$ cat config.mk
export PLATFORM = sky130hd
export DESIGN_NAME = gated_velocity_estimator_core
export DESIGN_NICKNAME = d
export VERILOG_FILES = /design/src/sv/gve_pkg.sv /design/src/sv/gve_sdiv.sv /design/src/sv/gve_smul.sv /design/src/sv/gated_velocity_estimator_core.sv
export SDC_FILE = /design/constraint.sdc
export NUM_CORES = 2
export LEC_CHECK = 0
export BUFFER_PORTS_ARGS = -buffer_cell sky130_fd_sc_hd__buf_2
export CORE_UTILIZATION = 45
export DETAILED_ROUTE_END_ITERATION = 10
export PLACE_DENSITY = 0.58
export SYNTH_ARGS = -nofsm -noshare
export SYNTH_HDL_FRONTEND = slang
export SYNTH_SLANG_ARGS = --single-unit
$ cat constraint.sdc
create_clock -name i_clk -period 17.8 [get_ports i_clk]
set_input_delay 2.67 -clock i_clk [delete_from_list [all_inputs] [get_ports i_clk]]
set_output_delay 2.67 -clock i_clk [all_outputs]
set_load 0.02 [all_outputs]
$ cat src/sv/gve_pkg.sv
// Shared constants and types for the gated velocity estimator.
// Used by the core, its serial arithmetic units and the port checker.
// Depends on nothing.
`default_nettype none

package gve_pkg;

    // Field widths.
    localparam int POS_W   = 12;
    localparam int TIME_W  = 48;
    localparam int VEL_W   = 24;
    localparam int LIMIT_W = 20;

    // One second in microseconds, and the width that holds it.
    localparam int US_W = 20;
    localparam logic [US_W-1:0] US_PER_S = 20'd1000000;

    // The serial divider handles a 32-bit dividend: position change times
    // one second, or the magnitude of the sum of the raw value and the history.
    localparam int DIV_NUM_W = 32;

    localparam int HISTORY_TAPS_DEF = 4;

    localparam logic [LIMIT_W-1:0] LIMIT_RESET = 20'd10000;

    typedef logic signed [VEL_W-1:0] t_vel;

    localparam t_vel VEL_MAX = 24'sh7FFFFF;
    localparam t_vel VEL_MIN = 24'sh800000;

endpackage

`default_nettype wire

$ cat src/sv/gve_sdiv.sv
// Restoring bit-serial divider, one quotient bit per cycle.
// Uses gve_pkg for its default widths.
`default_nettype none

module gve_sdiv #(
    parameter int NUM_W = gve_pkg::DIV_NUM_W,
    parameter int DEN_W = gve_pkg::TIME_W
) (
    input  wire logic             i_clk,
    input  wire logic             i_rst_n,
    input  wire logic             i_start,
    input  wire logic [NUM_W-1:0] i_num,
    input  wire logic [DEN_W-1:0] i_den,
    output logic                  o_busy,
    output logic [NUM_W-1:0]      o_quot
);

    localparam int CNT_W = (NUM_W > 1) ? $clog2(NUM_W) : 1;

    logic             r_busy;
    logic [CNT_W-1:0] r_cnt;
    logic [DEN_W-1:0] r_rem;
    logic [DEN_W-1:0] r_den;
    logic [NUM_W-1:0] r_quo;

    logic [DEN_W:0] n_trial;
    logic [DEN_W:0] n_diff;
    logic           n_ge;

    // Bring down the next dividend bit and try the subtraction.
    assign n_trial = {r_rem, r_quo[NUM_W-1]};
    assign n_diff  = n_trial - {1'b0, r_den};
    assign n_ge    = (n_trial >= {1'b0, r_den});

    always_ff @(posedge i_clk) begin
        if (!i_rst_n) begin
            r_busy <= 1'b0;
            r_cnt  <= '0;
        end else if (i_start) begin
            r_busy <= 1'b1;
            r_cnt  <= CNT_W'(NUM_W - 1);
            r_rem  <= '0;
            r_quo  <= i_num;
            r_den  <= i_den;
        end else if (r_busy) begin
            r_rem <= n_ge ? n_diff[DEN_W-1:0] : n_trial[DEN_W-1:0];
            r_quo <= {r_quo[NUM_W-2:0], n_ge};
            if (r_cnt == '0) begin
                r_busy <= 1'b0;
            end else begin
                r_cnt <= r_cnt - 1'b1;
            end
        end
    end

    assign o_busy = r_busy;
    assign o_quot = r_quo;

endmodule

`default_nettype wire

$ cat src/sv/gve_smul.sv
// Shift-add serial multiplier, one multiplier bit per cycle, LSB first.
// Uses gve_pkg for its default widths.
`default_nettype none

module gve_smul #(
    parameter int A_W = gve_pkg::TIME_W,
    parameter int B_W = gve_pkg::LIMIT_W
) (
    input  wire logic           i_clk,
    input  wire logic           i_rst_n,
    input  wire logic           i_start,
    input  wire logic [A_W-1:0] i_a,
    input  wire logic [B_W-1:0] i_b,
    output logic                o_busy,
    output logic [A_W+B_W-1:0]  o_prod
);

    localparam int CNT_W = (B_W > 1) ? $clog2(B_W) : 1;

    logic             r_busy;
    logic [CNT_W-1:0] r_cnt;
    logic [A_W-1:0]   r_a;
    logic [A_W-1:0]   r_acc;
    logic [B_W-1:0]   r_b;

    logic [A_W:0] n_sum;

    // The low product bits shift into the multiplier register as it drains.
    assign n_sum = {1'b0, r_acc} + (r_b[0] ? {1'b0, r_a} : '0);

    always_ff @(posedge i_clk) begin
        if (!i_rst_n) begin
            r_busy <= 1'b0;
            r_cnt  <= '0;
        end else if (i_start) begin
            r_busy <= 1'b1;
            r_cnt  <= CNT_W'(B_W - 1);
            r_a    <= i_a;
            r_acc  <= '0;
            r_b    <= i_b;
        end else if (r_busy) begin
            r_acc <= n_sum[A_W:1];
            r_b   <= {n_sum[0], r_b[B_W-1:1]};
            if (r_cnt == '0) begin
                r_busy <= 1'b0;
            end else begin
                r_cnt <= r_cnt - 1'b1;
            end
        end
    end

    assign o_busy = r_busy;
    assign o_prod = {r_acc, r_b};

endmodule

`default_nettype wire

$ cat src/sv/gated_velocity_estimator_core.sv
// Gated velocity estimator: top level with sequencer, state and output register.
// Depends on gve_pkg, gve_sdiv and gve_smul.
`default_nettype none

//  Channel | Handshake           | Word
//  --------+---------------------+------------------------------------------
//  input   | i_valid / o_stall   | i_position_mm[11:0], i_time_us[47:0]
//  output  | o_valid / i_stall   | o_velocity[23:0] signed, o_rejected
//  config  | i_cfg_we            | i_cfg_data[19:0] (acceleration limit)
//
// A word with zero elapsed time goes from acceptance through the prepare step
// straight to the output register. A word rejected by the acceleration gate
// passes once through the shared serial divider, and an accepted word twice;
// each pass yields 32 quotient bits, one per cycle, after which the sequencer
// picks up the quotient.
// Reset is synchronous and active low; it restores the limit to 10000 and
// clears the reference position, time, velocity and raw history.
// A new word is taken while the previous result still waits in the output
// register; the sequencer only stalls at its last step if that register is full.

module gated_velocity_estimator_core #(
    parameter int HISTORY_TAPS = gve_pkg::HISTORY_TAPS_DEF
) (
    input  wire logic                            i_clk,
    input  wire logic                            i_rst_n,
    input  wire logic                            i_valid,
    output logic                                 o_stall,
    input  wire logic [gve_pkg::POS_W-1:0]       i_position_mm,
    input  wire logic [gve_pkg::TIME_W-1:0]      i_time_us,
    output logic                                 o_valid,
    input  wire logic                            i_stall,
    output logic signed [gve_pkg::VEL_W-1:0]     o_velocity,
    output logic                                 o_rejected,
    input  wire logic                            i_cfg_we,
    input  wire logic [gve_pkg::LIMIT_W-1:0]     i_cfg_data
);

    localparam int POS_W   = gve_pkg::POS_W;
    localparam int TIME_W  = gve_pkg::TIME_W;
    localparam int VEL_W   = gve_pkg::VEL_W;
    localparam int LIMIT_W = gve_pkg::LIMIT_W;
    localparam int US_W    = gve_pkg::US_W;
    localparam int NUM_W   = gve_pkg::DIV_NUM_W;

    // The sum of the raw value and the history needs room for TAPS+1 terms.
    localparam int SUM_W  = VEL_W + $clog2(HISTORY_TAPS + 1);
    localparam int PROD_W = TIME_W + LIMIT_W;
    localparam int LHS_W  = VEL_W + US_W;
    localparam int SCL_W  = POS_W + US_W;

    // Quotient thresholds for saturating the raw velocity.
    localparam logic [NUM_W-1:0] Q_NEG_LIM =
        {{(NUM_W - VEL_W){1'b0}}, 1'b1, {(VEL_W - 1){1'b0}}};
    localparam logic [NUM_W-1:0] Q_POS_LIM = Q_NEG_LIM - 1'b1;

    // Sequencer states.
    localparam logic [2:0] S_IDLE = 3'd0;
    localparam logic [2:0] S_PREP = 3'd1;
    localparam logic [2:0] S_DIV1 = 3'd2;
    localparam logic [2:0] S_GATE = 3'd3;
    localparam logic [2:0] S_CMP  = 3'd4;
    localparam logic [2:0] S_DIV2 = 3'd5;
    localparam logic [2:0] S_DONE = 3'd6;

    logic [2:0] r_state;

    // Configuration and reference state.
    logic [LIMIT_W-1:0] r_limit;
    logic [TIME_W-1:0]  r_prev_time;
    logic [POS_W-1:0]   r_prev_pos;
    gve_pkg::t_vel      r_prev_vel;
    gve_pkg::t_vel      r_hist [HISTORY_TAPS];
    logic signed [SUM_W-1:0] r_hist_sum;

    // Working registers of the word in flight.
    logic [POS_W-1:0]   r_pos;
    logic [TIME_W-1:0]  r_time;
    logic [TIME_W-1:0]  r_dt;
    logic               r_diff_neg;
    gve_pkg::t_vel      r_raw;
    logic               r_rise_pos;
    logic [LHS_W-1:0]   r_lhs;
    logic signed [SUM_W-1:0] r_sum;
    gve_pkg::t_vel      r_res_vel;
    logic               r_res_rej;

    // Output register.
    logic               r_out_valid;
    gve_pkg::t_vel      r_out_vel;
    logic               r_out_rej;

    // Combinational next values.
    logic [TIME_W-1:0]  n_dt;
    logic               n_diff_neg;
    logic [POS_W-1:0]   n_diff_mag;
    logic [SCL_W-1:0]   n_scaled;
    gve_pkg::t_vel      n_raw;
    logic signed [VEL_W:0] n_rise;
    logic               n_rise_pos;
    logic [LHS_W-1:0]   n_lhs;
    logic signed [SUM_W-1:0] n_sum;
    logic [SUM_W-1:0]   n_sum_mag;
    gve_pkg::t_vel      n_mean;
    logic               n_reject;
    logic signed [SUM_W-1:0] n_hist_sum;
    logic               n_out_free;

    // Shared arithmetic units.
    logic               div_start;
    logic [NUM_W-1:0]   div_num;
    logic [TIME_W-1:0]  div_den;
    logic               div_busy;
    logic [NUM_W-1:0]   div_quot;
    logic               mul_start;
    logic               mul_busy;
    logic [PROD_W-1:0]  mul_prod;

    // Elapsed time wraps with the free-running timestamp.
    assign n_dt = i_time_us - r_prev_time;

    // Position change as sign and magnitude, scaled to mm/s numerator.
    assign n_diff_neg = (r_pos < r_prev_pos);
    assign n_diff_mag = n_diff_neg ? (r_prev_pos - r_pos) : (r_pos - r_prev_pos);
    assign n_scaled   = SCL_W'(n_diff_mag) * SCL_W'(gve_pkg::US_PER_S);

    // Raw velocity: apply the sign to the truncated quotient and saturate.
    always_comb begin
        if (r_diff_neg) begin
            if (div_quot >= Q_NEG_LIM) begin
                n_raw = gve_pkg::VEL_MIN;
            end else begin
                n_raw = -$signed(div_quot[VEL_W-1:0]);
            end
        end else begin
            if (div_quot > Q_POS_LIM) begin
                n_raw = gve_pkg::VEL_MAX;
            end else begin
                n_raw = $signed(div_quot[VEL_W-1:0]);
            end
        end
    end

    // The gate is one-sided: only a velocity rise is tested. It fails when
    // rise * 1e6 exceeds limit * dt; the latter comes from the serial
    // multiplier, which runs alongside the first division.
    assign n_rise     = {r_raw[VEL_W-1], r_raw} - {r_prev_vel[VEL_W-1], r_prev_vel};
    assign n_rise_pos = !n_rise[VEL_W] && (n_rise != '0);
    assign n_lhs      = LHS_W'(n_rise[VEL_W-1:0]) * LHS_W'(gve_pkg::US_PER_S);
    assign n_reject   = r_rise_pos && ({{(PROD_W - LHS_W){1'b0}}, r_lhs} > mul_prod);

    // Mean over the raw value and the history, truncated toward zero.
    assign n_sum     = {{(SUM_W - VEL_W){r_raw[VEL_W-1]}}, r_raw} + r_hist_sum;
    assign n_sum_mag = r_sum[SUM_W-1] ? SUM_W'(-r_sum) : SUM_W'(r_sum);
    assign n_mean    = r_sum[SUM_W-1] ? -$signed(div_quot[VEL_W-1:0])
                                      : $signed(div_quot[VEL_W-1:0]);

    // Running history sum: drop the oldest entry, add the newest.
    assign n_hist_sum = r_hist_sum
                      - {{(SUM_W - VEL_W){r_hist[0][VEL_W-1]}}, r_hist[0]}
                      + {{(SUM_W - VEL_W){r_raw[VEL_W-1]}}, r_raw};

    // The divider serves the velocity quotient first, then the mean.
    assign div_start = ((r_state == S_PREP) && (r_dt != '0))
                    || ((r_state == S_CMP) && !n_reject);
    assign div_num   = (r_state == S_PREP) ? NUM_W'(n_scaled) : NUM_W'(n_sum_mag);
    assign div_den   = (r_state == S_PREP) ? r_dt : TIME_W'(HISTORY_TAPS + 1);
    assign mul_start = (r_state == S_PREP) && (r_dt != '0);

    gve_sdiv #(
        .NUM_W (NUM_W),
        .DEN_W (TIME_W)
    ) u_div (
        .i_clk   (i_clk),
        .i_rst_n (i_rst_n),
        .i_start (div_start),
        .i_num   (div_num),
        .i_den   (div_den),
        .o_busy  (div_busy),
        .o_quot  (div_quot)
    );

    gve_smul #(
        .A_W (TIME_W),
        .B_W (LIMIT_W)
    ) u_mul (
        .i_clk   (i_clk),
        .i_rst_n (i_rst_n),
        .i_start (mul_start),
        .i_a     (r_dt),
        .i_b     (r_limit),
        .o_busy  (mul_busy),
        .o_prod  (mul_prod)
    );

    assign n_out_free = !r_out_valid || !i_stall;

    always_ff @(posedge i_clk) begin
        if (!i_rst_n) begin
            r_state     <= S_IDLE;
            r_limit     <= gve_pkg::LIMIT_RESET;
            r_prev_time <= '0;
            r_prev_pos  <= '0;
            r_prev_vel  <= '0;
            r_hist_sum  <= '0;
            for (int i = 0; i < HISTORY_TAPS; i++) begin
                r_hist[i] <= '0;
            end
            r_out_valid <= 1'b0;
        end else begin
            if (i_cfg_we) begin
                r_limit <= i_cfg_data;
            end

            // In the last step the output register is reloaded instead.
            if (r_out_valid && !i_stall && (r_state != S_DONE)) begin
                r_out_valid <= 1'b0;
            end

            unique case (r_state)
                S_IDLE: begin
                    if (i_valid) begin
                        r_pos   <= i_position_mm;
                        r_time  <= i_time_us;
                        r_dt    <= n_dt;
                        r_state <= S_PREP;
                    end
                end
                S_PREP: begin
                    // Zero elapsed time is held like a gate rejection.
                    if (r_dt == '0) begin
                        r_res_vel <= r_prev_vel;
                        r_res_rej <= 1'b1;
                        r_state   <= S_DONE;
                    end else begin
                        r_diff_neg <= n_diff_neg;
                        r_state    <= S_DIV1;
                    end
                end
                S_DIV1: begin
                    if (!div_busy && !mul_busy) begin
                        r_raw   <= n_raw;
                        r_state <= S_GATE;
                    end
                end
                S_GATE: begin
                    r_rise_pos <= n_rise_pos;
                    r_lhs      <= n_lhs;
                    r_sum      <= n_sum;
                    r_state    <= S_CMP;
                end
                S_CMP: begin
                    if (n_reject) begin
                        r_res_vel <= r_prev_vel;
                        r_res_rej <= 1'b1;
                        r_state   <= S_DONE;
                    end else begin
                        r_state <= S_DIV2;
                    end
                end
                S_DIV2: begin
                    if (!div_busy) begin
                        r_res_vel <= n_mean;
                        r_res_rej <= 1'b0;
                        r_state   <= S_DONE;
                    end
                end
                S_DONE: begin
                    if (n_out_free) begin
                        r_out_valid <= 1'b1;
                        r_out_vel   <= r_res_vel;
                        r_out_rej   <= r_res_rej;
                        // Only an accepted word moves the reference point.
                        if (!r_res_rej) begin
                            r_prev_time <= r_time;
                            r_prev_pos  <= r_pos;
                            r_prev_vel  <= r_res_vel;
                            r_hist_sum  <= n_hist_sum;
                            for (int i = 0; i < HISTORY_TAPS - 1; i++) begin
                                r_hist[i] <= r_hist[i+1];
                            end
                            r_hist[HISTORY_TAPS-1] <= r_raw;
                        end
                        r_state <= S_IDLE;
                    end
                end
                default: begin
                    r_state <= S_IDLE;
                end
            endcase
        end
    end

    assign o_stall    = (r_state != S_IDLE);
    assign o_valid    = r_out_valid;
    assign o_velocity = r_out_vel;
    assign o_rejected = r_out_rej;

endmodule

`default_nettype wire

* Yosys cells after proc, flatten, opt, wreduce, memory -nomap -nowiden *
Memories as Yosys holds them, arrays and structs flattened.
Cells that the tools add are included.

operators by class
  add/sub/neg operators = 13
  multipliers = 2
  divide/modulo/power cells = 0
  order comparisons = 5
  eq/ne operators = 15
  shift operators = 0
  mux-type cells = 55
  bitwise gates (word level) = 8
  reduce and logical (&&, ||, !) cells = 41

operator list
  kind                                                             count
  2-to-1 mux 24 bit                                                11
  2-to-1 mux 48 bit                                                4
  2-to-1 mux 32 bit                                                3
  subtractor 48 bit                                                2
  one-hot mux 24 bit (3 select lines)                              1
  greater-than comparator 44 x 68 -> 1 bit                         1
  adder 27 bit                                                     2
  adder 48 x 49 -> 49 bit                                          1
  >= comparator 49 x 48 -> 1 bit                                   1
  zero test 48 bit                                                 1
  nonzero test 48 bit                                              1
  2-to-1 mux 20 bit                                                2
  multiplier 24 x 14 -> 38 bit, second input constant              1
  >= comparator 32 x 24 -> 1 bit, second input constant            1
  greater-than comparator 32 x 23 -> 1 bit, second input constant  1
  2-to-1 mux 5 bit                                                 6
  2-to-1 mux 27 bit                                                1
  negation 27 bit                                                  1
  subtractor 27 bit                                                1
  multiplier 12 x 14 -> 26 bit, second input constant              1
  nonzero test 25 bit                                              1
  subtractor 24 x 24 -> 25 bit                                     1
  negation 24 bit                                                  1
  subtractor 12 bit                                                2
  other kinds (28)                                                 91

storage, ports and cells
  register bits after elaboration = 640
  latch bits = 0
  bits in writable memories = 96
  bits in read-only memories = 0
  bits of input ports = 85
  output and inout port bits = 27
  word-level logic and storage cells = 170
  memories = 1

memory list
  memory  words  bits a word  read ports  clocked after memory_dff  write ports  RTL line                             source
  r_hist  4      24           4           0                         4            gated_velocity_estimator_core.sv:72  gve_pkg::t_vel r_hist [HISTORY_TAPS];

* Longest topological paths before layout *
  depth after elaboration = 7
  depth in mapped cells = 34

* Modules after synthesis *
Synthesis repeated with hierarchy kept, for this count alone.

unflattened totals
  cell total of the unflattened synthesis = 5055
  area total of the unflattened synthesis = 50801.2 um^2

modules (own cells, without submodules)
  module                         instances  cells each  area each (um^2)  seq. area each (um^2)
  gated_velocity_estimator_core  1          3518        34865.9           13062.5
  gve_sdiv                       1          820         8468.1            3963.8
  gve_smul                       1          717         7467.2            3603.5

* Worst setup path after synthesis *
Ideal clock, no wire load.

  path kind = flip-flop to flip-flop
  start point = register r_raw[0]
  end point = register r_lhs[43], data pin
  arrival = 7.451 ns
  data required time = 17.538 ns
  setup slack = 10.087 ns
  stages on the path, launching flop included = 35
  buffers on the path = 0
  period minus slack after synthesis = 7.713 ns
  cell sequence = edfxtp_1 > inv_1 > ha_1 > fa_1 > nor2b_1 > o21ai_0 > a21oi_1 > o21a_1 > o21a_1 > o21ai_0 > nand2b_1 > xor2_1 > inv_1 > ha_1 > xnor2_1 > fa_1 > fa_1 > inv_1 > fa_1 > inv_1 > ha_1 > inv_1 > fa_1 > inv_1 > ha_1 > nand2_1 > nor2_1 > nand3_1 > or4_1 > a211oi_1 > o21ai_0 > a31oi_1 > a211o_1 > a21oi_1 > xor2_1

between the ends
  longest elaborated chain between the ends = 2

ends and longest elaborated chain
  what                          RTL line                              source
  from (decl)                   gated_velocity_estimator_core.sv:80   gve_pkg::t_vel r_raw;
  from (signal assigned)        gated_velocity_estimator_core.sv:241  r_raw <= n_raw;
  subtractor 24 x 24 -> 25 bit  gated_velocity_estimator_core.sv:146  assign n_rise = {r_raw[VEL_W-1], r_raw} - {r_prev_vel[VEL_W-1], r_prev_vel};
  multiplier 24 x 14 -> 38 bit  gated_velocity_estimator_core.sv:148  assign n_lhs = LHS_W'(n_rise[VEL_W-1:0]) * LHS_W'(gve_pkg::US_PER_S);
  via n_lhs[43]                 gated_velocity_estimator_core.sv:100  logic [LHS_W-1:0] n_lhs;
  to (signal assigned)          gated_velocity_estimator_core.sv:247  r_lhs <= n_lhs;
  to (decl)                     gated_velocity_estimator_core.sv:82   logic [LHS_W-1:0] r_lhs;

The timed path passes the listed nets, and every way through them passes these cells.
A chain may end at the register's enable or synchronous reset.

* Worst setup path in the final report *
Same ends and word-level chain as after synthesis.

==> results.tsv <==
stage	metric	value	unit
timing	final hold vios	0	
final_layout	register area	20630	sq um
timing	max_slew headroom	0.2918	
synth	top cells by area, synth	edfxtp_1 35%, ha_1 13%, fa_1 6.2%	
final_layout	post-route insts no fill	6627	
floorplanning	die width	335.3	microns
synth	share of flip-flops with an asynchronous set or reset	0	
synth	Yosys warnings	0	
detailed_routing	Initial DRT Pass Iterations	5	
floorplanning	I/O pin count	112	
grt	first-pass GRT wire length	194800	microns
clocking	CTS Buf Count	88	
timing	period utilisation layout	0.4906	
clocking	Clock Tree Buf Depth	3	
setup_path	R2R cell count	34	
hold_path	Hold Crit Class	reg -> reg	
synth	Main synth FF type	edfxtp_1	
timing	skew final	21.68	ps
timing	Worst-Margin Slew	1062	ps
detailed_routing	vias	35729	
synth	Yosys top cell by area	edfxtp_1	
grt	Overflow after GRT	0	
timing	Max Slew Vio Count	0	
synth	Synth Instances	4977	
synth	Synthesized Nets	5729	
floorplanning	# rows	121	
setup_path	WS Path Type	reg -> reg	
placement	Final Wtd Congestion	0.8813	
run_status	status	finished, final reports clean	
hold_path	Hold Crit Start	r_time[12]$_DFFE_PP_	
setup_path	WP data required	18210	ps
synth	Distinct cells, synth	85	
synth	count leader, synth	inv_1	
setup_path	crit path DAT	9140	ps
setup_path	critical register-to-register path startpoint	r_raw[0]$_DFFE_PP_	
power_and_ir_drop	PwrDens	136.5	nW/um^2
setup_path	critical path's slowest cell	xor2_1	
floorplanning	Core ar.	109500	sq um
detailed_routing	vias per std cell	5.391	
placement	PortBufs	111	
setup_path	CP Launch Type	flop	
final_layout	Layout area overhead	10.40	%
floorplanning	DIE AREA	112400	sq um
timing	Final setup viols	0	
placement	placed insts	6461	
run	Maximum Capacitance Violations	0	
final_layout	Design Area, Final	55200	sq um
clocking	setup bufs post-CTS	0	
detailed_routing	final wirelength	123200	microns
power_and_ir_drop	Pint	4709	uW
clocking	Post-CTS Hold Buffers	0	
grt	initial antenna violation count	10	
setup_path	worst-path fanout max	7	
synth	sequential share of the synthesized area	0.4126	
clocking	Clk Latency, worst-skew pair	670	ps
grt	largest net degree at the start of global routing	88	
final_layout	# fillers	10083	
floorplanning	Die Height	335.3	microns
clocking	CTS Root Cell	clkbuf_16	
clocking	clk slew on worst S/H paths	60	ps
final_layout	share of cells above drive strength 1	0.06448	
clocking	TritonCTS clock tree	done	
synth	EDFF count, synth	589	
synth	post-synthesis register bit count	736	
detailed_routing	drt initial violations	2619	
clocking	Resized cells post-CTS	0	
timing	Final TNS setup	0	ps
final_layout	# nets final	5827	
setup_path	CP most frequent cell	inv_1	
setup_path	Max stage delay on crit path	650	ps
grt	gr usage total	0.2204	
final_layout	multi-input logic area	26530	sq um
timing	highest clock rate	114.5	MHz
clocking	CTS sink cnt	736	
power_and_ir_drop	clock power share	0.249	
setup_path	R2R Setup Slk	9070	ps
placement	Placed Area	52190	sq um
detailed_routing	DRC violations left	0	
detailed_routing	antenna viol nets, final	0	
setup_path	Worst Setup End Kind	flop	
final_layout	Finished Core Util	0.5043	
detailed_routing	Routed WL per cell	18.58	microns
power_and_ir_drop	Max VDD drop	140.2	uV
power_and_ir_drop	Seq pwr share	0.292	
hold_path	WHS Endpoint	r_prev_time[12]$_SDFFE_PN0P_	
floorplanning	Starting Density	0.4568	
power_and_ir_drop	Sw Share	0.3752	
grt	vias in the first global route	34824	
synth	top-area cell type share of the netlist area	0.3538	
power_and_ir_drop	Comb power frac	0.459	
hold_path	Worst Hold Path Cells	2	
power_and_ir_drop	Switch Pwr	2827	uW
synth	leading cell types by count after synthesis	625 x inv_1, 589 x edfxtp_1, 512 x ha_1, 403 x nand2_1, 297 x o21ai_0	
setup_path	worst reg2reg endpoint	r_lhs[43]$_DFFE_PP_	
timing	post-layout min period	8732	ps
timing	RSZ-0062 raised after global routing	false	
placement	Post-DP HPWL	92990	microns
synth	mean area per synthesized cell	10.05	sq um
power_and_ir_drop	cell leakage power	0.02372	uW
clocking	H-Tree Depth	3	
synth	synthesized area	50000	sq um
-- through the flow --
step                      power, uW  hold WS, ps  setup slack, ps
after floorplan                4910        417.8            10090
after global placement         5675        420.9             9242
after detailed placement       5679        428.5             9168
after CTS                      7608        443.7             9100
after global routing           8187        454.7             8353
final                          7536        438.7             9068
-- cell type report --
class | count | area share
inverters | 626 | 0.04266
flip-flops and latches | 736 | 0.3737
diodes | 2 | 0.00009067
repair buffers | 147 | 0.01496
multi-input cells | 3476 | 0.4807
well taps | 1476 | 0.03346
clock buffers | 108 | 0.04239
clock inverters | 56 | 0.01206
-- routing by layer --
layer	share of wire	wire, microns	up-vias	global-route usage
li1	-	-	17665	-
met1	0.49	60690	17184	0.3255
met2	0.43	52360	729	0.3314
met3	0.062	7659	147	0.04141
met4	0.020	2414	4	0.05256
met5	0.00022	27	-	0
-- kinds of logic after synthesis --
kind of cell               after synthesis  share of synthesized area
DFF                                    736                     0.4126
AOI/OAI and AO/OA                     1134                     0.1442
and+or+nand+nor                       1300                     0.1271
muxes                                   60                    0.01206
adders and majority gates              667                     0.1902
xor gates and xnor gates               315                    0.05518
buffers and inverters                  765                    0.05863
-- critical path, delay by kind of cell (launching register included) --
kind	cells	cell delay, ps
adder cells (fa/ha/maj)	9	3620
XOR/XNOR	3	950
AND/OR/NAND/NOR	6	1150
flip-flops	1	350
AO/OA/AOI/OAI	10	1960
buffers and inverters	6	430
-- cells in the final DEF (no fill, tap or decap), drive strengths merged, types with 14 or more instances in the layout --
master  netlist  routed
o22ai        38      38
edfxtp      589     589
nand2       403     403
a21o        171     171
o31ai        26      26
and2        188     188
nand2b       48      48
clkbuf      115     108
nor4         38      38
a31oi        31      31
xnor2       179     179
and3         40      40
dfxtp       147     147
o311ai       21      21
o21ai       300     300
ha          512     512
o21a         34      34
a21boi       24      24
nor3         59      59
nand4        33      33
nor2b        51      51
inv         625     631
o21bai       39      39
o211ai       14      14
mux2i        58      58
nor2        274     274
a21oi       283     283
clkinv        1      36
nand3        76      76
or3          41      41
xor2        136     136
fa          155     155
buf          23     147
a211oi       32      32
-- state kept, by name (all words and copies together), names as in the netlist, 12 cells and up --
name and cells:
o_velocity 24, r_dt 48, r_hist 96, r_hist_sum 27
r_lhs 38, r_limit 20, r_pos 12, r_prev_pos 12
r_prev_time 48, r_prev_vel 24, r_raw 24, r_res_vel 24
r_sum 27, r_time 48, u_div.o_quot 32, u_div.r_den 48
u_div.r_rem 48, u_mul.r_a 48, u_mul.r_acc 48, u_mul.r_b 20
-- worst max path at each step --
| stage | startpoint | endpoint | slack [ps] |
|---|---|---|---|
| after CTS | r_raw[0]$_DFFE_PP_ | r_lhs[43]$_DFFE_PP_ | 9100 |
| after detailed placement | r_raw[0]$_DFFE_PP_ | r_lhs[43]$_DFFE_PP_ | 9170 |
| after global placement | r_raw[0]$_DFFE_PP_ | r_lhs[43]$_DFFE_PP_ | 9240 |
| after floorplan | r_raw[0]$_DFFE_PP_ | r_lhs[43]$_DFFE_PP_ | 10090 |
| final | r_raw[0]$_DFFE_PP_ | r_lhs[43]$_DFFE_PP_ | 9070 |
| after global routing | r_raw[0]$_DFFE_PP_ | r_lhs[43]$_DFFE_PP_ | 8350 |
-- power groups by stage --
stage | Clock (uW) | Combinational, uW | Sequential [uW]
floorplan | 0 | 2710 | 2200
global placement | 0 | 3440 | 2230
detailed placement | 0 | 3450 | 2230
CTS | 1930 | 3480 | 2200
global route | 1980 | 3990 | 2210
finish | 1880 | 3460 | 2200
Power figures use the tool's default switching activity.
